$ cat config.mk
export PLATFORM = sky130hd
export DESIGN_NAME = bfknn_queue
export DESIGN_NICKNAME = d
export VERILOG_FILES = /design/src/hdl/bfknn_pkg.sv /design/src/hdl/bfknn_queue.sv
export SDC_FILE = /design/constraint.sdc
export NUM_CORES = 1
export LEC_CHECK = 0
export BUFFER_PORTS_ARGS = -buffer_cell sky130_fd_sc_hd__buf_2
export CELL_PAD_IN_SITES_DETAIL_PLACEMENT = 1
export CELL_PAD_IN_SITES_GLOBAL_PLACEMENT = 1
export CORE_UTILIZATION = 53
export CTS_BUF_LIST = sky130_fd_sc_hd__clkbuf_8
export DETAILED_ROUTE_END_ITERATION = 6
export PLACE_DENSITY = 0.95
export SYNTH_ARGS = -nofsm -noshare
export SYNTH_HDL_FRONTEND = slang
export SYNTH_SLANG_ARGS = --single-unit
export TNS_END_PERCENT = 10
$ cat constraint.sdc
create_clock -name i_clk -period 3.55 [get_ports i_clk]
set_input_delay 0.1775 -clock i_clk [delete_from_list [all_inputs] [get_ports i_clk]]
set_output_delay 0.1775 -clock i_clk [all_outputs]
set_load 0.1 [all_outputs]
$ cat src/hdl/bfknn_pkg.sv
package bfknn_pkg;

    localparam int MAX_K_DEF         = 16;
    localparam int ELEMENT_BITS_DEF  = 16;
    localparam int DISTANCE_BITS_DEF = 48;

    localparam int ID_BITS     = 64;
    localparam int TOP_K_BITS  = 5;
    localparam int QUEUE_DEPTH = 4;

    localparam logic [TOP_K_BITS-1:0] TOP_K_RESET = 5'd16;

    typedef enum logic {
        CFG_METRIC = 1'b0,
        CFG_TOP_K  = 1'b1
    } t_cfg_reg;

    typedef enum logic {
        METRIC_L2 = 1'b0,
        METRIC_IP = 1'b1
    } t_metric;

    typedef enum logic {
        ST_COLLECT,
        ST_EMIT
    } t_back_state;

    typedef struct packed {
        logic keep;
        logic scan_end;
    } t_cand_flags;

endpackage

$ cat src/hdl/bfknn_queue.sv
module bfknn_queue #(
    parameter int WIDTH = 8,
    parameter int DEPTH = bfknn_pkg::QUEUE_DEPTH
) (
    input  logic             i_clk,
    input  logic             i_rst_n,
    input  logic             i_push,
    input  logic [WIDTH-1:0] i_data,
    output logic             o_full,
    input  logic             i_pop,
    output logic [WIDTH-1:0] o_data,
    output logic             o_empty
);

    localparam int PTR_W = (DEPTH > 1) ? $clog2(DEPTH) : 1;
    localparam int CNT_W = $clog2(DEPTH + 1);

    logic [WIDTH-1:0] r_mem [DEPTH];
    logic [PTR_W-1:0] r_wr;
    logic [PTR_W-1:0] r_rd;
    logic [CNT_W-1:0] r_cnt;
    logic             do_push;
    logic             do_pop;

    assign o_full  = (r_cnt == CNT_W'(DEPTH));
    assign o_empty = (r_cnt == '0);
    assign o_data  = r_mem[r_rd];
    assign do_push = i_push && !o_full;
    assign do_pop  = i_pop && !o_empty;

    always_ff @(posedge i_clk) begin
        if (!i_rst_n) begin
            r_wr  <= '0;
            r_rd  <= '0;
            r_cnt <= '0;
        end else begin
            if (do_push) begin
                r_wr <= (r_wr == PTR_W'(DEPTH - 1)) ? '0 : r_wr + 1'b1;
            end
            if (do_pop) begin
                r_rd <= (r_rd == PTR_W'(DEPTH - 1)) ? '0 : r_rd + 1'b1;
            end
            unique case ({do_push, do_pop})
                2'b10:   r_cnt <= r_cnt + 1'b1;
                2'b01:   r_cnt <= r_cnt - 1'b1;
                default: r_cnt <= r_cnt;
            endcase
        end
    end

    always_ff @(posedge i_clk) begin
        if (do_push) begin
            r_mem[r_wr] <= i_data;
        end
    end

    a_cnt_bound: assert property (@(posedge i_clk) disable iff (!i_rst_n)
        r_cnt <= CNT_W'(DEPTH))
        else $error("queue count beyond depth");

endmodule

==> results of run 1 <==
through the flow:
stage / power (W) / cells
floorplan: 0.00121 / 98
global placement: 0.00130 / 146
detailed placement: 0.00132 / 146
CTS: 0.00168 / 154
global route: 0.00174 / 154
finish: 0.00167 / 154
per-layer routing:
metal,wire length (um),GRT usage,up-vias,share of wire
li1,-,-,407,-
met1,1100,0.229,436,0.38
met2,1650,0.380,17,0.57
met3,108,0.0670,4,0.037
met4,51,0.0816,0,0.018
met5,0,0,-,0
cells by family (layout without fill, tap and decap cells):
family	Yosys count	count (layout)	share of synthesized area
AOI/OAI and AO/OA	6	6	0.0213
buffers and inverters	11	36	0.0266
adders and majority gates	7	7	0.0578
xor gates and xnor gates	2	2	0.0107
muxes	10	10	0.122
DFF	41	41	0.694
and+or+nand+nor	21	21	0.0677
sequential cells by signal, summed over array words and instances (netlist names), named ones only:
register  cells
r_wr          2
r_cnt         3
r_rd          2
r_mem        32
cell usage in the layout (no fill, tap or decap), types with 4 or more instances in the layout:
master and count:
buf_2 21, o21ai_0 4, dfxtp_1 9, ha_1 6, edfxtp_1 32, mux4_2 8
and2_1 6, clkbuf_8 5, nand2_1 7, inv_1 7
worst max-delay path by stage:
stage / cells after the start / end / from
floorplan: 10 / r_cnt[2] / r_cnt[2]
global placement: 9 / r_cnt[2] / r_cnt[2]
detailed placement: 9 / r_cnt[2] / r_cnt[2]
CTS: 9 / r_cnt[2] / r_cnt[2]
global route: 9 / r_cnt[2] / r_cnt[2]
finish: 9 / r_cnt[2] / r_cnt[2]
report_power, final:
part           switching [W]  internal, W  leakage [nW]
Combinational       0.000500     0.000155         0.271
Clock               0.000157     0.000207        0.0518
Sequential         0.0000633     0.000587         0.367
layout make-up:
type	instances	area, um^2	area share
clock inverter	3	41.3	0.0220
timing repair buffer	21	105	0.0559
inverter	7	26.3	0.0140
multi-input combinational	46	459	0.244
clock buffer	5	68.8	0.0366
sequential	41	1140	0.607
tap	31	38.8	0.0206
critical path: cells and delay by family, from the launching register on:
kind,cells,cell delay (ns)
xor gates and xnor gates,1,0.17
buffers and inverters,2,0.16
and+or+nand+nor,3,0.68
DFF,1,0.40
adders and majority gates,2,0.56
AOI/OAI and AO/OA,1,0.22
==> run summary, run 1 <==
Vias per inst - 5.61
Mapped Avg Cell Area - 16.8 um^2
Peak supply drop - 0.628 mV
Grt total ovfl - 0
Die area - 0.00333 mm^2
Final setup margin - 1.29 ns
Reg clk slew, reported paths - 0.08 ns
Crit start category - flip-flop
Failing checks - DRC
Leakage - 0.691 nW
R2r worst-path depth - 9
Setup Total Neg Slack - 0 ns
DRT antenna net count - 0
TritonCTS clock tree - yes
Nets - 141
Final Hold Violating Endpoints - 0
Clk Tree Root Cell - clkbuf_8
Pins Over Slew Limit - 0
Reg2Reg Launch Point - r_cnt[2]
Least-Margin Pin Slew - 0.656 ns
Power Dens Cells - 887 mW/mm^2
Post-detailed-routing wire length - 2.91 mm
DIE WIDTH - 57.7 um
Sequential-to-total area share from yosys stat - 0.694
Syn Nets - 117
Kind of critical path - flip-flop to flip-flop
Total track usage - 0.210
Fmax - 442 MHz
CP most frequent cell - inv_1
Post-synth EDFFs - 32
DP HPWL - 2.02 mm
Htree depth - 2
Via count - 864
Average routed wire per standard cell - 18.9 um
Antenna violations before repair - 0
Async set-or-reset flop fraction in the synthesized netlist - 0
Setup slack, reg-to-reg - 1.29 ns
Clk buf depth - 2
Post-route cell area - 0.00188 mm^2
Pre-CTS WS - 1.34 ns
CTS Buf Count - 5
Maxcap violations - 0
Tcrit/Tclk final - 0.637
I/O pins - 22
Crit Reg-Reg Endpoint - r_cnt[2]
Share of layout cells above drive strength 1 - 0.301
Status - finished with violations
Hold slack - 0.0977 ns
I/O Buffers - 21
Fin crit period - 2.26 ns
# clock sinks - 41
Clock skew - 0.00354 ns
Synth top area share - 0.584
Top cells by area, synth - edfxtp_1 (58%), dfxtp_1 (11%), mux4_2 (11%), ha_1 (4.6%), and2_1 (2.3%)
Hold Startpoint - i_data[7]
First-pass GRT wire length - 4.73 mm
Fill count - 268
Leading area contributor after synthesis - edfxtp_1
Post-synth top flop - edfxtp_1
Clk_lat worst skew - 0.29 ns
CORE AREA - 0.00285 mm^2
CP endpoint kind - flip-flop
Hold path depth - 1
RePlAce Congestion - 0.686
Largest net degree at the start of global routing - 14
Slew Limit Headroom - 0.559
Commonest cells post-synth - edfxtp_1 (32), dfxtp_1 (9), mux4_2 (8), inv_1 (7), nand2_1 (7)
Sink of the worst hold path - r_mem[1][7]
Cell Area, Synth - 0.00164 mm^2
Yosys reg bits - 41
Distinct cells, synth - 22
Initial DRC count - 30
Slowest stage delay, CP - 0.40 ns
RSZ-0062 raised after global routing - no
Post_cts resized - 0
Die Ht - 57.7 um
CP Max Fanout - 7
CP Cell Sequence - nor3b_2, nor2b_1, inv_1, ha_1, inv_1, fa_1, xor2_1, or3_1, a21boi_0
Post-synthesis instance total - 98
Hold_buf cts - 0
Final setup viols - 0
CP max-delay cell - dfxtp_1
DRT Pass-1 Iters - 6
Worst Path Arrival - 2.46 ns
DRC viols - 1
Area after DPL - 0.00177 mm^2
CP Data Required Time - 3.75 ns
Synthesis-to-layout area growth - 14.4%
Antenna diode count - 0
Final core utilization - 0.659
Rows - 19
Yosys warns - 0
Worst Hold Class - primary input to flip-flop
Count leader, synth - edfxtp_1
Total setup buffers inserted after CTS - 0
Number of global-route vias before repair - 949
Initial core utilization - 0.576
No activity file was read; power rests on OpenSTA's default activity.
==> run 2: changes to the inputs <==
CORE_UTILIZATION = 49   (was 53)
PLACE_DENSITY = 0.9   (was 0.95)
clock period = 2.3 ns   (was 3.55 ns; I/O delays follow)
==> run 2 against run 1 <==
The flow now finishes without violations; critical path type unchanged; fmax is 9.7% higher; clock power grew 60%; global-route usage down 0.81 points; count of clock-buffer cells in the layout is 1 higher; final cell count is 9.1% higher; sequential share of layout area decreased by 1.5 points.
==> run summary, run 2 (synthesis gave the netlist of run 1 again) <==
Worst Hold Class - primary input to flip-flop
Met2 usage - 0.346
Clk buf depth - 2
Clock skew - 0.00353 ns
Fill count - 303
RePlAce Congestion - 0.799
Clk Tree Root Cell - clkbuf_8
Most common cell after layout, fill and taps aside - edfxtp_1
Initial DRC count - 54
Grt total ovfl - 0
Start point of the critical path - r_cnt[2]
Die area - 0.00359 mm^2
CP Cell Sequence - nor3b_4, nor2b_1, inv_2, ha_4, inv_2, fa_2, xor2_1, or3_1, a21boi_1
TritonCTS clock tree - yes
Average routed wire per standard cell - 18.3 um
Leakage - 0.705 nW
Number of global-route vias before repair - 966
# clock sinks - 41
Initial core utilization - 0.526
Most flops, register - r_mem
Reg2Reg Launch Point - r_cnt[2]
Hold slack - 0.0416 ns
CP endpoint kind - flip-flop
DRC viols - 0
CP Data Required Time - 2.52 ns
Total setup buffers inserted after CTS - 0
DRT antenna net count - 0
Slew Limit Headroom - 0.637
Grt met1 use - 0.241
Hold_buf cts - 0
Largest net degree at the start of global routing - 13
Crit start category - flip-flop
Area after DPL - 0.00182 mm^2
Final Hold Violating Endpoints - 0
Antenna violations before repair - 0
Max reg flops - 32
Worst Path Arrival - 2.28 ns
Setup Total Neg Slack - 0 ns
Via count - 873
Reg area - 0.00115 mm^2
Power Dens Cells - 1370 mW/mm^2
Final setup viols - 0
Hold Startpoint - i_data[6]
CP max-delay cell - nor2b_1
I/O Buffers - 21
Least-Margin Pin Slew - 0.544 ns
CP most frequent cell - inv_2
PnR Total Power - 0.00265 W
Maxcap violations - 0
Rows - 20
Most frequent cells in the layout - edfxtp_1 (32), buf_2 (21), mux4_2 (8)
Nets - 142
Die Ht - 59.9 um
Placed cell count - 160
Total track usage - 0.202
Pins Over Slew Limit - 0
Reg clk slew, reported paths - 0.07 ns
Clk_lat worst skew - 0.29 ns
Kind of critical path - flip-flop to flip-flop
Htree depth - 2
Peak supply drop - 0.638 mV
Slowest stage delay, CP - 0.43 ns
Share of layout cells above drive strength 1 - 0.355
RSZ-0062 raised after global routing - no
I/O pins - 22
CP Max Fanout - 7
Fmax - 486 MHz
DP HPWL - 2.23 mm
Fin crit period - 2.06 ns
CORE AREA - 0.00313 mm^2
DIE WIDTH - 59.9 um
Fin cells - 168
Vias per inst - 5.20
Tcrit/Tclk final - 0.896
Met3 global-route usage - 0.0649
Status - finished clean
Antenna diode count - 0
Multi-input logic area - 480 um^2
First-pass GRT wire length - 4.80 mm
Post_cts resized - 0
Largest regs - r_mem: 32 flops, r_cnt: 3 flops
Post-detailed-routing wire length - 3.07 mm
Post-route cell area - 0.00194 mm^2
Gr busiest metal - met2
CTS Buf Count - 5
Synthesis-to-layout area growth - 17.8%
DRT Pass-1 Iters - 4
[run 2: per-stage QoR]
| step | setup WS, ns | util |
|---|---|---|
| 2_1_floorplan | -0.376 | - |
| 3_3_place_gp | 0.419 | 0.582 |
| 3_5_place_dp | 0.244 | 0.582 |
| 4_1_cts | 0.209 | 0.619 |
| 5_1_grt | 0.106 | 0.619 |
| 6_report | 0.240 | 0.619 |
[run 2: worst paths after layout]
check,endpoint,slack [ns],depth (start not counted)
min reg2reg,r_wr[1],0.51,2
max,r_cnt[2],0.24,9
min,r_mem[1][6],0.04,1
max reg2reg,r_cnt[2],0.24,9
[run 2: area by class of cell]
cell class              count  share of cell area
repair buffers             22              0.0581
clock inverters             2              0.0174
flip-flops and latches     41               0.592
well taps                  44              0.0284
clock buffers               6              0.0426
multi-input cells          46               0.248
inverters                   7              0.0136
[run 2: layer usage]
metal | routed length (um) | up-vias
met1 | 1300 | 443
met4 | 29 | 0
met2 | 1620 | 20
met5 | 0 | -
li1 | - | 407
met3 | 118 | 3
[run 2: power breakdown]
group	total (W)	switching [W]	internal [W]
Clock	0.000581	0.000232	0.000349
Sequential	0.00102	0.000105	0.000911
Combinational	0.00106	0.000785	0.000271
[run 2: critical path, delay by kind of cell, from the launching register on]
family | cells | cell delay (ns)
compound gates | 1 | 0.12
flops | 1 | 0.36
fa+ha+maj | 2 | 0.38
simple gates | 3 | 0.91
buf+inv | 2 | 0.16
xor+xnor | 1 | 0.07
