`src/hdl/bfknn_pkg.sv`:
```
package bfknn_pkg;

    localparam int MAX_K_DEF         = 16;
    localparam int ELEMENT_BITS_DEF  = 16;
    localparam int DISTANCE_BITS_DEF = 48;

    localparam int ID_BITS     = 64;
    localparam int TOP_K_BITS  = 5;
    localparam int QUEUE_DEPTH = 4;

    localparam logic [TOP_K_BITS-1:0] TOP_K_RESET = 5'd16;

    typedef enum logic {
        CFG_METRIC = 1'b0,
        CFG_TOP_K  = 1'b1
    } t_cfg_reg;

    typedef enum logic {
        METRIC_L2 = 1'b0,
        METRIC_IP = 1'b1
    } t_metric;

    typedef enum logic {
        ST_COLLECT,
        ST_EMIT
    } t_back_state;

    typedef struct packed {
        logic keep;
        logic scan_end;
    } t_cand_flags;

endpackage

```
`src/hdl/bfknn_if.sv`:
```


interface bfknn_out_if #(
    parameter int DISTANCE_BITS = bfknn_pkg::DISTANCE_BITS_DEF
);
    logic                             valid;
    logic                             ready;
    logic [bfknn_pkg::ID_BITS-1:0]    result_id;
    logic signed [DISTANCE_BITS-1:0]  result_distance;
    logic                             found;
    logic                             last;

    modport source (
        output valid, result_id, result_distance, found, last,
        input  ready
    );
    modport sink (
        input  valid, result_id, result_distance, found, last,
        output ready
    );
endinterface


```
`src/hdl/bfknn_back.sv`:
```
module bfknn_back #(
    parameter int MAX_K         = bfknn_pkg::MAX_K_DEF,
    parameter int DISTANCE_BITS = bfknn_pkg::DISTANCE_BITS_DEF
) (
    input  logic                                  i_clk,
    input  logic                                  i_rst_n,
    input  logic [bfknn_pkg::TOP_K_BITS-1:0]      i_top_k,
    input  logic                                  i_empty,
    output logic                                  o_pop,
    input  logic [bfknn_pkg::ID_BITS-1:0]         i_cand_id,
    input  logic signed [DISTANCE_BITS-1:0]       i_cand_dist,
    input  bfknn_pkg::t_cand_flags                i_cand_flags,
    bfknn_out_if.source                           o_out
);

    localparam int CNT_W = $clog2(MAX_K + 1);
    localparam int IDX_W = (MAX_K > 1) ? $clog2(MAX_K) : 1;
    localparam int KW    = (CNT_W > bfknn_pkg::TOP_K_BITS) ? CNT_W : bfknn_pkg::TOP_K_BITS;

    bfknn_pkg::t_back_state            r_state;
    bfknn_pkg::t_back_state            n_state;
    logic [CNT_W-1:0]                  r_cnt;
    logic [CNT_W-1:0]                  n_cnt;
    logic [IDX_W-1:0]                  r_idx;
    logic [IDX_W-1:0]                  n_idx;

    logic [bfknn_pkg::ID_BITS-1:0]     r_ids   [MAX_K];
    logic signed [DISTANCE_BITS-1:0]   r_dists [MAX_K];

    logic                              r_ov;
    logic [bfknn_pkg::ID_BITS-1:0]     r_oid;
    logic signed [DISTANCE_BITS-1:0]   r_odist;
    logic                              r_found;
    logic                              r_last;

    logic [MAX_K-1:0]                  gt;
    logic [MAX_K-1:0]                  sel;
    logic [KW-1:0]                     topk_w;
    logic [KW-1:0]                     keff;
    logic                              full;
    logic                              ins_en;
    logic                              load;
    logic                              out_free;
    logic                              emit_last;

    always_comb begin
        for (int i = 0; i < MAX_K; i++) begin
            gt[i]  = (CNT_W'(i) < r_cnt) && (r_dists[i] > i_cand_dist);
            sel[i] = (CNT_W'(i) >= r_cnt) || gt[i];
        end
    end

    assign topk_w = KW'(i_top_k);
    assign keff   = (topk_w == '0) ? KW'(1) :
                    (topk_w > KW'(MAX_K)) ? KW'(MAX_K) : topk_w;
    assign full   = KW'(r_cnt) >= keff;

    assign out_free  = !r_ov || o_out.ready;
    assign emit_last = (r_cnt == '0) || (CNT_W'(r_idx) + CNT_W'(1) == r_cnt);

    always_comb begin
        n_state = r_state;
        n_cnt   = r_cnt;
        n_idx   = r_idx;
        o_pop   = 1'b0;
        ins_en  = 1'b0;
        load    = 1'b0;
        unique case (r_state)
            bfknn_pkg::ST_COLLECT: begin
                if (!i_empty) begin
                    o_pop = 1'b1;
                    if (i_cand_flags.keep && (!full || (|gt))) begin
                        ins_en = 1'b1;
                        n_cnt  = full ? r_cnt : r_cnt + 1'b1;
                    end
                    if (i_cand_flags.scan_end) begin
                        n_state = bfknn_pkg::ST_EMIT;
                        n_idx   = '0;
                    end
                end
            end
            bfknn_pkg::ST_EMIT: begin
                if (out_free) begin
                    load = 1'b1;
                    if (emit_last) begin
                        n_cnt   = '0;
                        n_state = bfknn_pkg::ST_COLLECT;
                    end else begin
                        n_idx = r_idx + 1'b1;
                    end
                end
            end
            default: begin
                n_state = bfknn_pkg::ST_COLLECT;
            end
        endcase
    end

    always_ff @(posedge i_clk) begin
        if (!i_rst_n) begin
            r_state <= bfknn_pkg::ST_COLLECT;
            r_cnt   <= '0;
            r_idx   <= '0;
            r_ov    <= 1'b0;
        end else begin
            r_state <= n_state;
            r_cnt   <= n_cnt;
            r_idx   <= n_idx;
            if (load) begin
                r_ov <= 1'b1;
            end else if (o_out.ready) begin
                r_ov <= 1'b0;
            end
        end
    end

    // sorted insert: entries at and after the slot shift down by one
    always_ff @(posedge i_clk) begin
        if (ins_en) begin
            if (sel[0]) begin
                r_ids[0]   <= i_cand_id;
                r_dists[0] <= i_cand_dist;
            end
            for (int i = 1; i < MAX_K; i++) begin
                if (sel[i]) begin
                    if (!sel[i-1]) begin
                        r_ids[i]   <= i_cand_id;
                        r_dists[i] <= i_cand_dist;
                    end else begin
                        r_ids[i]   <= r_ids[i-1];
                        r_dists[i] <= r_dists[i-1];
                    end
                end
            end
        end
    end

    always_ff @(posedge i_clk) begin
        if (load) begin
            r_last <= emit_last;
            if (r_cnt == '0) begin
                r_oid   <= '0;
                r_odist <= '0;
                r_found <= 1'b0;
            end else begin
                r_oid   <= r_ids[r_idx];
                r_odist <= r_dists[r_idx];
                r_found <= 1'b1;
            end
        end
    end

    assign o_out.valid           = r_ov;
    assign o_out.result_id       = r_oid;
    assign o_out.result_distance = r_odist;
    assign o_out.found           = r_found;
    assign o_out.last            = r_last;

    a_cnt_max: assert property (@(posedge i_clk) disable iff (!i_rst_n)
        r_cnt <= CNT_W'(MAX_K))
        else $error("kept count beyond MAX_K");

    a_clear_after_last: assert property (@(posedge i_clk) disable iff (!i_rst_n)
        (load && emit_last) |=> (r_cnt == '0 && r_state == bfknn_pkg::ST_COLLECT))
        else $error("list not cleared after final word");

    a_empty_is_last: assert property (@(posedge i_clk) disable iff (!i_rst_n)
        (r_ov && !r_found) |-> r_last)
        else $error("empty result not marked last");

    a_list_held: assert property (@(posedge i_clk) disable iff (!i_rst_n)
        (r_state == bfknn_pkg::ST_EMIT && n_state == bfknn_pkg::ST_EMIT) |=> $stable(r_cnt))
        else $error("kept count changed during emission");

endmodule

```
`src/flat_wrapper.sv`:
```
// flat-port wrapper written by rule: the top's interface ports become plain ports
module bfknn_back_flat 
#(
    parameter int MAX_K         = bfknn_pkg::MAX_K_DEF,
    parameter int DISTANCE_BITS = bfknn_pkg::DISTANCE_BITS_DEF
)
  (i_clk, i_rst_n, i_top_k, i_empty, o_pop, i_cand_id, i_cand_dist, i_cand_flags, o_out_valid, o_out_result_id, o_out_result_distance, o_out_found, o_out_last, o_out_ready);
  bfknn_out_if #(.DISTANCE_BITS(DISTANCE_BITS)) o_out_i ();
  input  logic i_clk;
  input  logic i_rst_n;
  input  logic [bfknn_pkg::TOP_K_BITS-1:0] i_top_k;
  input  logic i_empty;
  output logic o_pop;
  input  logic [bfknn_pkg::ID_BITS-1:0] i_cand_id;
  input  logic signed [DISTANCE_BITS-1:0] i_cand_dist;
  input  bfknn_pkg::t_cand_flags i_cand_flags;
  output wire logic [$bits(o_out_i.valid)-1:0] o_out_valid;
  output wire logic [$bits(o_out_i.result_id)-1:0] o_out_result_id;
  output wire logic [$bits(o_out_i.result_distance)-1:0] o_out_result_distance;
  output wire logic [$bits(o_out_i.found)-1:0] o_out_found;
  output wire logic [$bits(o_out_i.last)-1:0] o_out_last;
  input wire logic [$bits(o_out_i.ready)-1:0] o_out_ready;
  assign o_out_valid = o_out_i.valid;
  assign o_out_result_id = o_out_i.result_id;
  assign o_out_result_distance = o_out_i.result_distance;
  assign o_out_found = o_out_i.found;
  assign o_out_last = o_out_i.last;
  assign o_out_i.ready = o_out_ready;
  bfknn_back #(.MAX_K(MAX_K), .DISTANCE_BITS(DISTANCE_BITS)) u_core (.i_clk(i_clk), .i_rst_n(i_rst_n), .i_top_k(i_top_k), .i_empty(i_empty), .o_pop(o_pop), .i_cand_id(i_cand_id), .i_cand_dist(i_cand_dist), .i_cand_flags(i_cand_flags), .o_out(o_out_i));
endmodule
```
`config.mk`:
```
export PLATFORM = sky130hd
export DESIGN_NAME = bfknn_back_flat
export DESIGN_NICKNAME = d
export VERILOG_FILES = /design/src/hdl/bfknn_pkg.sv /design/src/hdl/bfknn_if.sv /design/src/hdl/bfknn_back.sv /design/src/flat_wrapper.sv
export SDC_FILE = /design/constraint.sdc
export NUM_CORES = 2
export LEC_CHECK = 0
export BUFFER_PORTS_ARGS = -buffer_cell sky130_fd_sc_hd__buf_2
export CAP_MARGIN = 5
export CORE_MARGIN = 3
export CORE_UTILIZATION = 58
export DETAILED_ROUTE_END_ITERATION = 10
export PLACE_DENSITY = 0.75
export SETUP_SLACK_MARGIN = 0.3
export SYNTH_ARGS = -nofsm -noshare
export SYNTH_HDL_FRONTEND = slang
export SYNTH_SLANG_ARGS = --single-unit
export TNS_END_PERCENT = 5
```
`constraint.sdc`:
```
create_clock -name i_clk -period 11.75 [get_ports i_clk]
set_input_delay 2.9375 -clock i_clk [delete_from_list [all_inputs] [get_ports i_clk]]
set_output_delay 2.9375 -clock i_clk [all_outputs]
set_load 0.02 [all_outputs]
```
==> metrics.json <==
{
  "clkSlewWorstSetupHoldPaths_ns": 0.06,
  "synth.top_cells.by_area": "edfxtp_1, mux2_2, mux4_2",
  "busiest_metal_layer_after_global_routing": "met2",
  "grt_antenna_before_repair": 36,
  "tritoncts_buffer_count": 201,
  "r2r_end": "u_core.r_ids[10][15]",
  "reg2reg_slack_ns": 4.88,
  "ant_nets": 0,
  "dieHeight_um": 443,
  "synth_cell_type_count": 74,
  "die_w_um": 443,
  "synth.area.mux_share_pct": 29.3,
  "gr_layer_usage_met2_pct": 55.5,
  "worstHoldPathCells": 1,
  "total_iterations_of_the_first_detailed_routing_run": 6,
  "timing_max_transition_violations_final": 0,
  "startpoint_type": "input port",
  "async_reset_ff_share_pct": 0,
  "clkSinkCount": 1917,
  "cp_data_arrival_time_ns": 9.91,
  "synth_seq_area_share_pct": 51.8,
  "syn-num-nets": 7893,
  "layout-drive-gt1-share_pct": 38.8,
  "power.ir.vdd_worst_mv": 0.165,
  "largest_family_of_logic_cells_by_synthesized_area": "multiplexers",
  "reg2regPathDepth": 13,
  "floorplan.io_pins": 239,
  "layout-area-overhead-vs-synth_pct": 9.34,
  "cts_root_cell": "clkbuf_16",
  "deepest_clock_path_buffer_count": 3,
  "cts_max_level": 4,
  "yosysWarnings": 0,
  "average_via_count_per_standard_cell": 7.18,
  "final_critical_path_setup_slack_ns": 2.31,
  "power_w": 0.0172,
  "dpl_worst_slack_ns": 1.59,
  "grt_use_met3_pct": 6.93,
  "groute.layer.met1.usage_pct": 48.7,
  "routed_wirelength_mm": 353,
  "core_area_sq_um": 189000,
  "final.min_clock_period_ns": 9.44,
  "worstHoldPathType": "flop to flop",
  "post_synth_and_or_nand_nor_area_fraction_pct": 4.11,
  "gp_congestion": 0.988,
  "fin_crit_sh_pct": 80.3,
  "final_nets": 8017,
  "io_buffer_count": 238,
  "pwr_density_cell_nw_per_um2": 141,
  "timing.final.hold_violations": 0,
  "yosys.area_share.adder_pct": 8.76,
  "drcViolationCount": 0,
  "number_of_hold_buffers_added_after_cts": 0,
  "drt-initial-drc-count": 8352,
  "criticalPathCategory": "input port to flop",
  "first_global_vias": 70400,
  "ys_dominant_reg_cell": "edfxtp_1",
  "wire_length_per_cell_um": 36.0,
  "critical_path_required_ns": 12.22,
  "cp-end-kind": "flop",
  "rows": 159,
  "totalNegativeSetupSlack_ns": 0,
  "synth_top_area_share_pct": 51.6,
  "dr_total_vias": 70300,
  "reg2reg_from": "u_core.r_dists[14][13]",
  "finClkSkew_ns": 0.0705,
  "post-cts-setup-buffer-count": 0,
  "grt_start_max_net_pins": 127,
  "ys_seq_elements": 1917,
  "static_power_due_to_leakage_nw": 43.3,
  "synth_xor_area_share_pct": 0.0473,
  "cts_tree": "done",
  "initial_utilization_pct": 58.7,
  "syn-instance-count": 6993,
  "grt_use_total_pct": 35.7,
  "slew_headroom_pct": 6.97,
  "setup_repair_after_global_routing_missed_its_margin": "no",
  "clk_latency_ns": 0.90,
  "cp_max_fo": 86,
  "hold_path.startpoint": "u_core.r_ids[6][0]",
  "grt_first_pass_wirelength_mm": 511,
  "synth_largest_area_cell": "edfxtp_1",
  "holdPathEnd": "u_core.r_ids[7][0]",
  "run_status": "completed",
  "dp_hpwl_mm": 225,
  "ctsResizeCount": 0,
  "global_route.overflow_total": 0,
  "worst_pin_slew_ns": 1.40,
  "setup-violations-final": 0,
  "synth_enable_flop_cells": 1906,
  "synth-compound-area-share_pct": 3.68,
  "synthesis.area_per_instance_sq_um": 15.9,
  "synth_area_sq_um": 111000,
  "die_area_sq_um": 197000,
  "max_clock_freq_ghz": 0.106,
  "timing.max_cap.violations": 0
}
[routing by layer]
layer	wire, um	vias up	part of all wire, %
met3	32500	791	9.2
met2	164000	4203	46
met4	18300	22	5.2
met1	138000	36600	39
met5	251	-	0.071
li1	-	28700	-
[worst max-delay path by stage]
stage,startpoint,endpoint,slack (ns),cells after the start
final,i_cand_dist[15],u_core.r_ids[10][15],2.31,15
after global routing,i_cand_dist[15],u_core.r_ids[10][21],2.30,15
after CTS,i_cand_dist[15],u_core.r_dists[3][8],2.54,15
after detailed placement,i_cand_dist[15],u_core.r_ids[10][0],1.59,15
after global placement,i_cand_dist[47],u_core.r_dists[3][6],0.82,16
after floorplan,i_cand_dist[35],u_core.r_dists[7][0],0.03,16
[flip-flops by register name, indices dropped and copies added, names as in the netlist]
| signal | cells |
|---|---|
| u_core.o_out.result_id | 64 |
| u_core.r_idx | 4 |
| u_core.r_dists | 768 |
| u_core.o_out.result_distance | 48 |
| u_core.o_out.valid | 1 |
| u_core.o_out.last | 1 |
| u_core.r_state | 1 |
| u_core.o_out.found | 1 |
| u_core.r_cnt | 5 |
| u_core.r_ids | 1024 |
[kinds of logic (layout without fill, tap and decap cells)]
| kind of cell | Yosys count | after routing |
|---|---|---|
| buf+inv | 547 | 841 |
| compound gates | 669 | 669 |
| xor+xnor | 6 | 6 |
| other cells | 0 | 19 |
| flops | 1917 | 1917 |
| simple gates | 833 | 833 |
| mux | 2244 | 2244 |
| fa+ha+maj | 777 | 777 |
[area by class of cell]
| type | count | area (sq um) |
|---|---|---|
| Tap cell | 2495 | 3120 |
| Multi-Input combinational cell | 4529 | 51200 |
| Timing Repair Buffer | 374 | 2680 |
| Fill cell | 13300 | 67600 |
| Antenna cell | 19 | 47.5 |
| Clock buffer | 240 | 5190 |
| Clock inverter | 133 | 1350 |
| Inverter | 94 | 360 |
| Sequential cell | 1917 | 57500 |
[metrics by stage]
| step | utilization, % | std cells | instance area [sq um] | hold WS [ns] |
|---|---|---|---|---|
| after floorplan | - | 6993 | 111000 | 0.523 |
| after global placement | 60.7 | 9405 | 115000 | 0.528 |
| after detailed placement | 60.7 | 9408 | 115000 | 0.538 |
| after CTS | 64.2 | 9781 | 121000 | 0.547 |
| after global routing | 64.2 | 9795 | 121000 | 0.579 |
| final | 64.2 | 9801 | 121000 | 0.553 |
[critical path, cell delays in order]
cell and delay, ns:
buf_2 0.31, inv_1 0.46, ha_1 0.47, nand4_1 0.33, a21oi_1 0.22, or4b_1 0.79, a2111oi_1 0.85, mux2i_1 0.48
nand3_1 0.12, or4b_1 0.58, nor4_4 0.22, buf_4 0.28, or2_2 0.78, nor2_4 0.42, buf_12 0.40
[synthesized netlist by cell type, types with 9 or more instances]
cell	n
nand4_1	145
o211ai_1	27
nor4_1	33
a21oi_1	300
and3_1	10
nor3_1	36
ha_1	777
clkbuf_1	222
mux2_4	240
nand2b_1	16
and2_1	118
buf_1	49
o31ai_1	9
nor2b_1	35
a221oi_1	20
or3_1	10
a21o_1	92
or4_1	19
mux4_2	560
o21ai_0	103
buf_2	97
nor2_1	98
edfxtp_1	1906
a31oi_1	10
nand3_1	81
buf_4	49
and4_1	22
dfxtp_1	11
mux2_1	127
nand2_1	177
mux2_2	1313
a211oi_1	38
inv_1	94
buf_6	28
[layout by cell type (no fill, tap or decap), types with 38 or more instances in the layout]
master	n
edfxtp_1	1906
mux2_2	1313
ha_1	777
mux4_2	560
a21oi_1	300
mux2_4	240
buf_2	240
clkbuf_16	201
nand2_1	176
nand4_1	145
mux2_1	127
and2_1	118
o21ai_0	103
buf_4	96
inv_1	93
a21o_1	92
nor2_1	84
nand3_1	81
clkinv_1	50
clkinv_2	42
a211oi_1	38
clkbuf_1	38
buf_12	38
[report_power, final]
part	switching (W)	leakage (nW)	internal, W
sequential	0.000267	17.8	0.00805
clock	0.00289	3.18	0.00353
combinational	0.00139	22.3	0.00102
(Power assumes the default switching activity.)
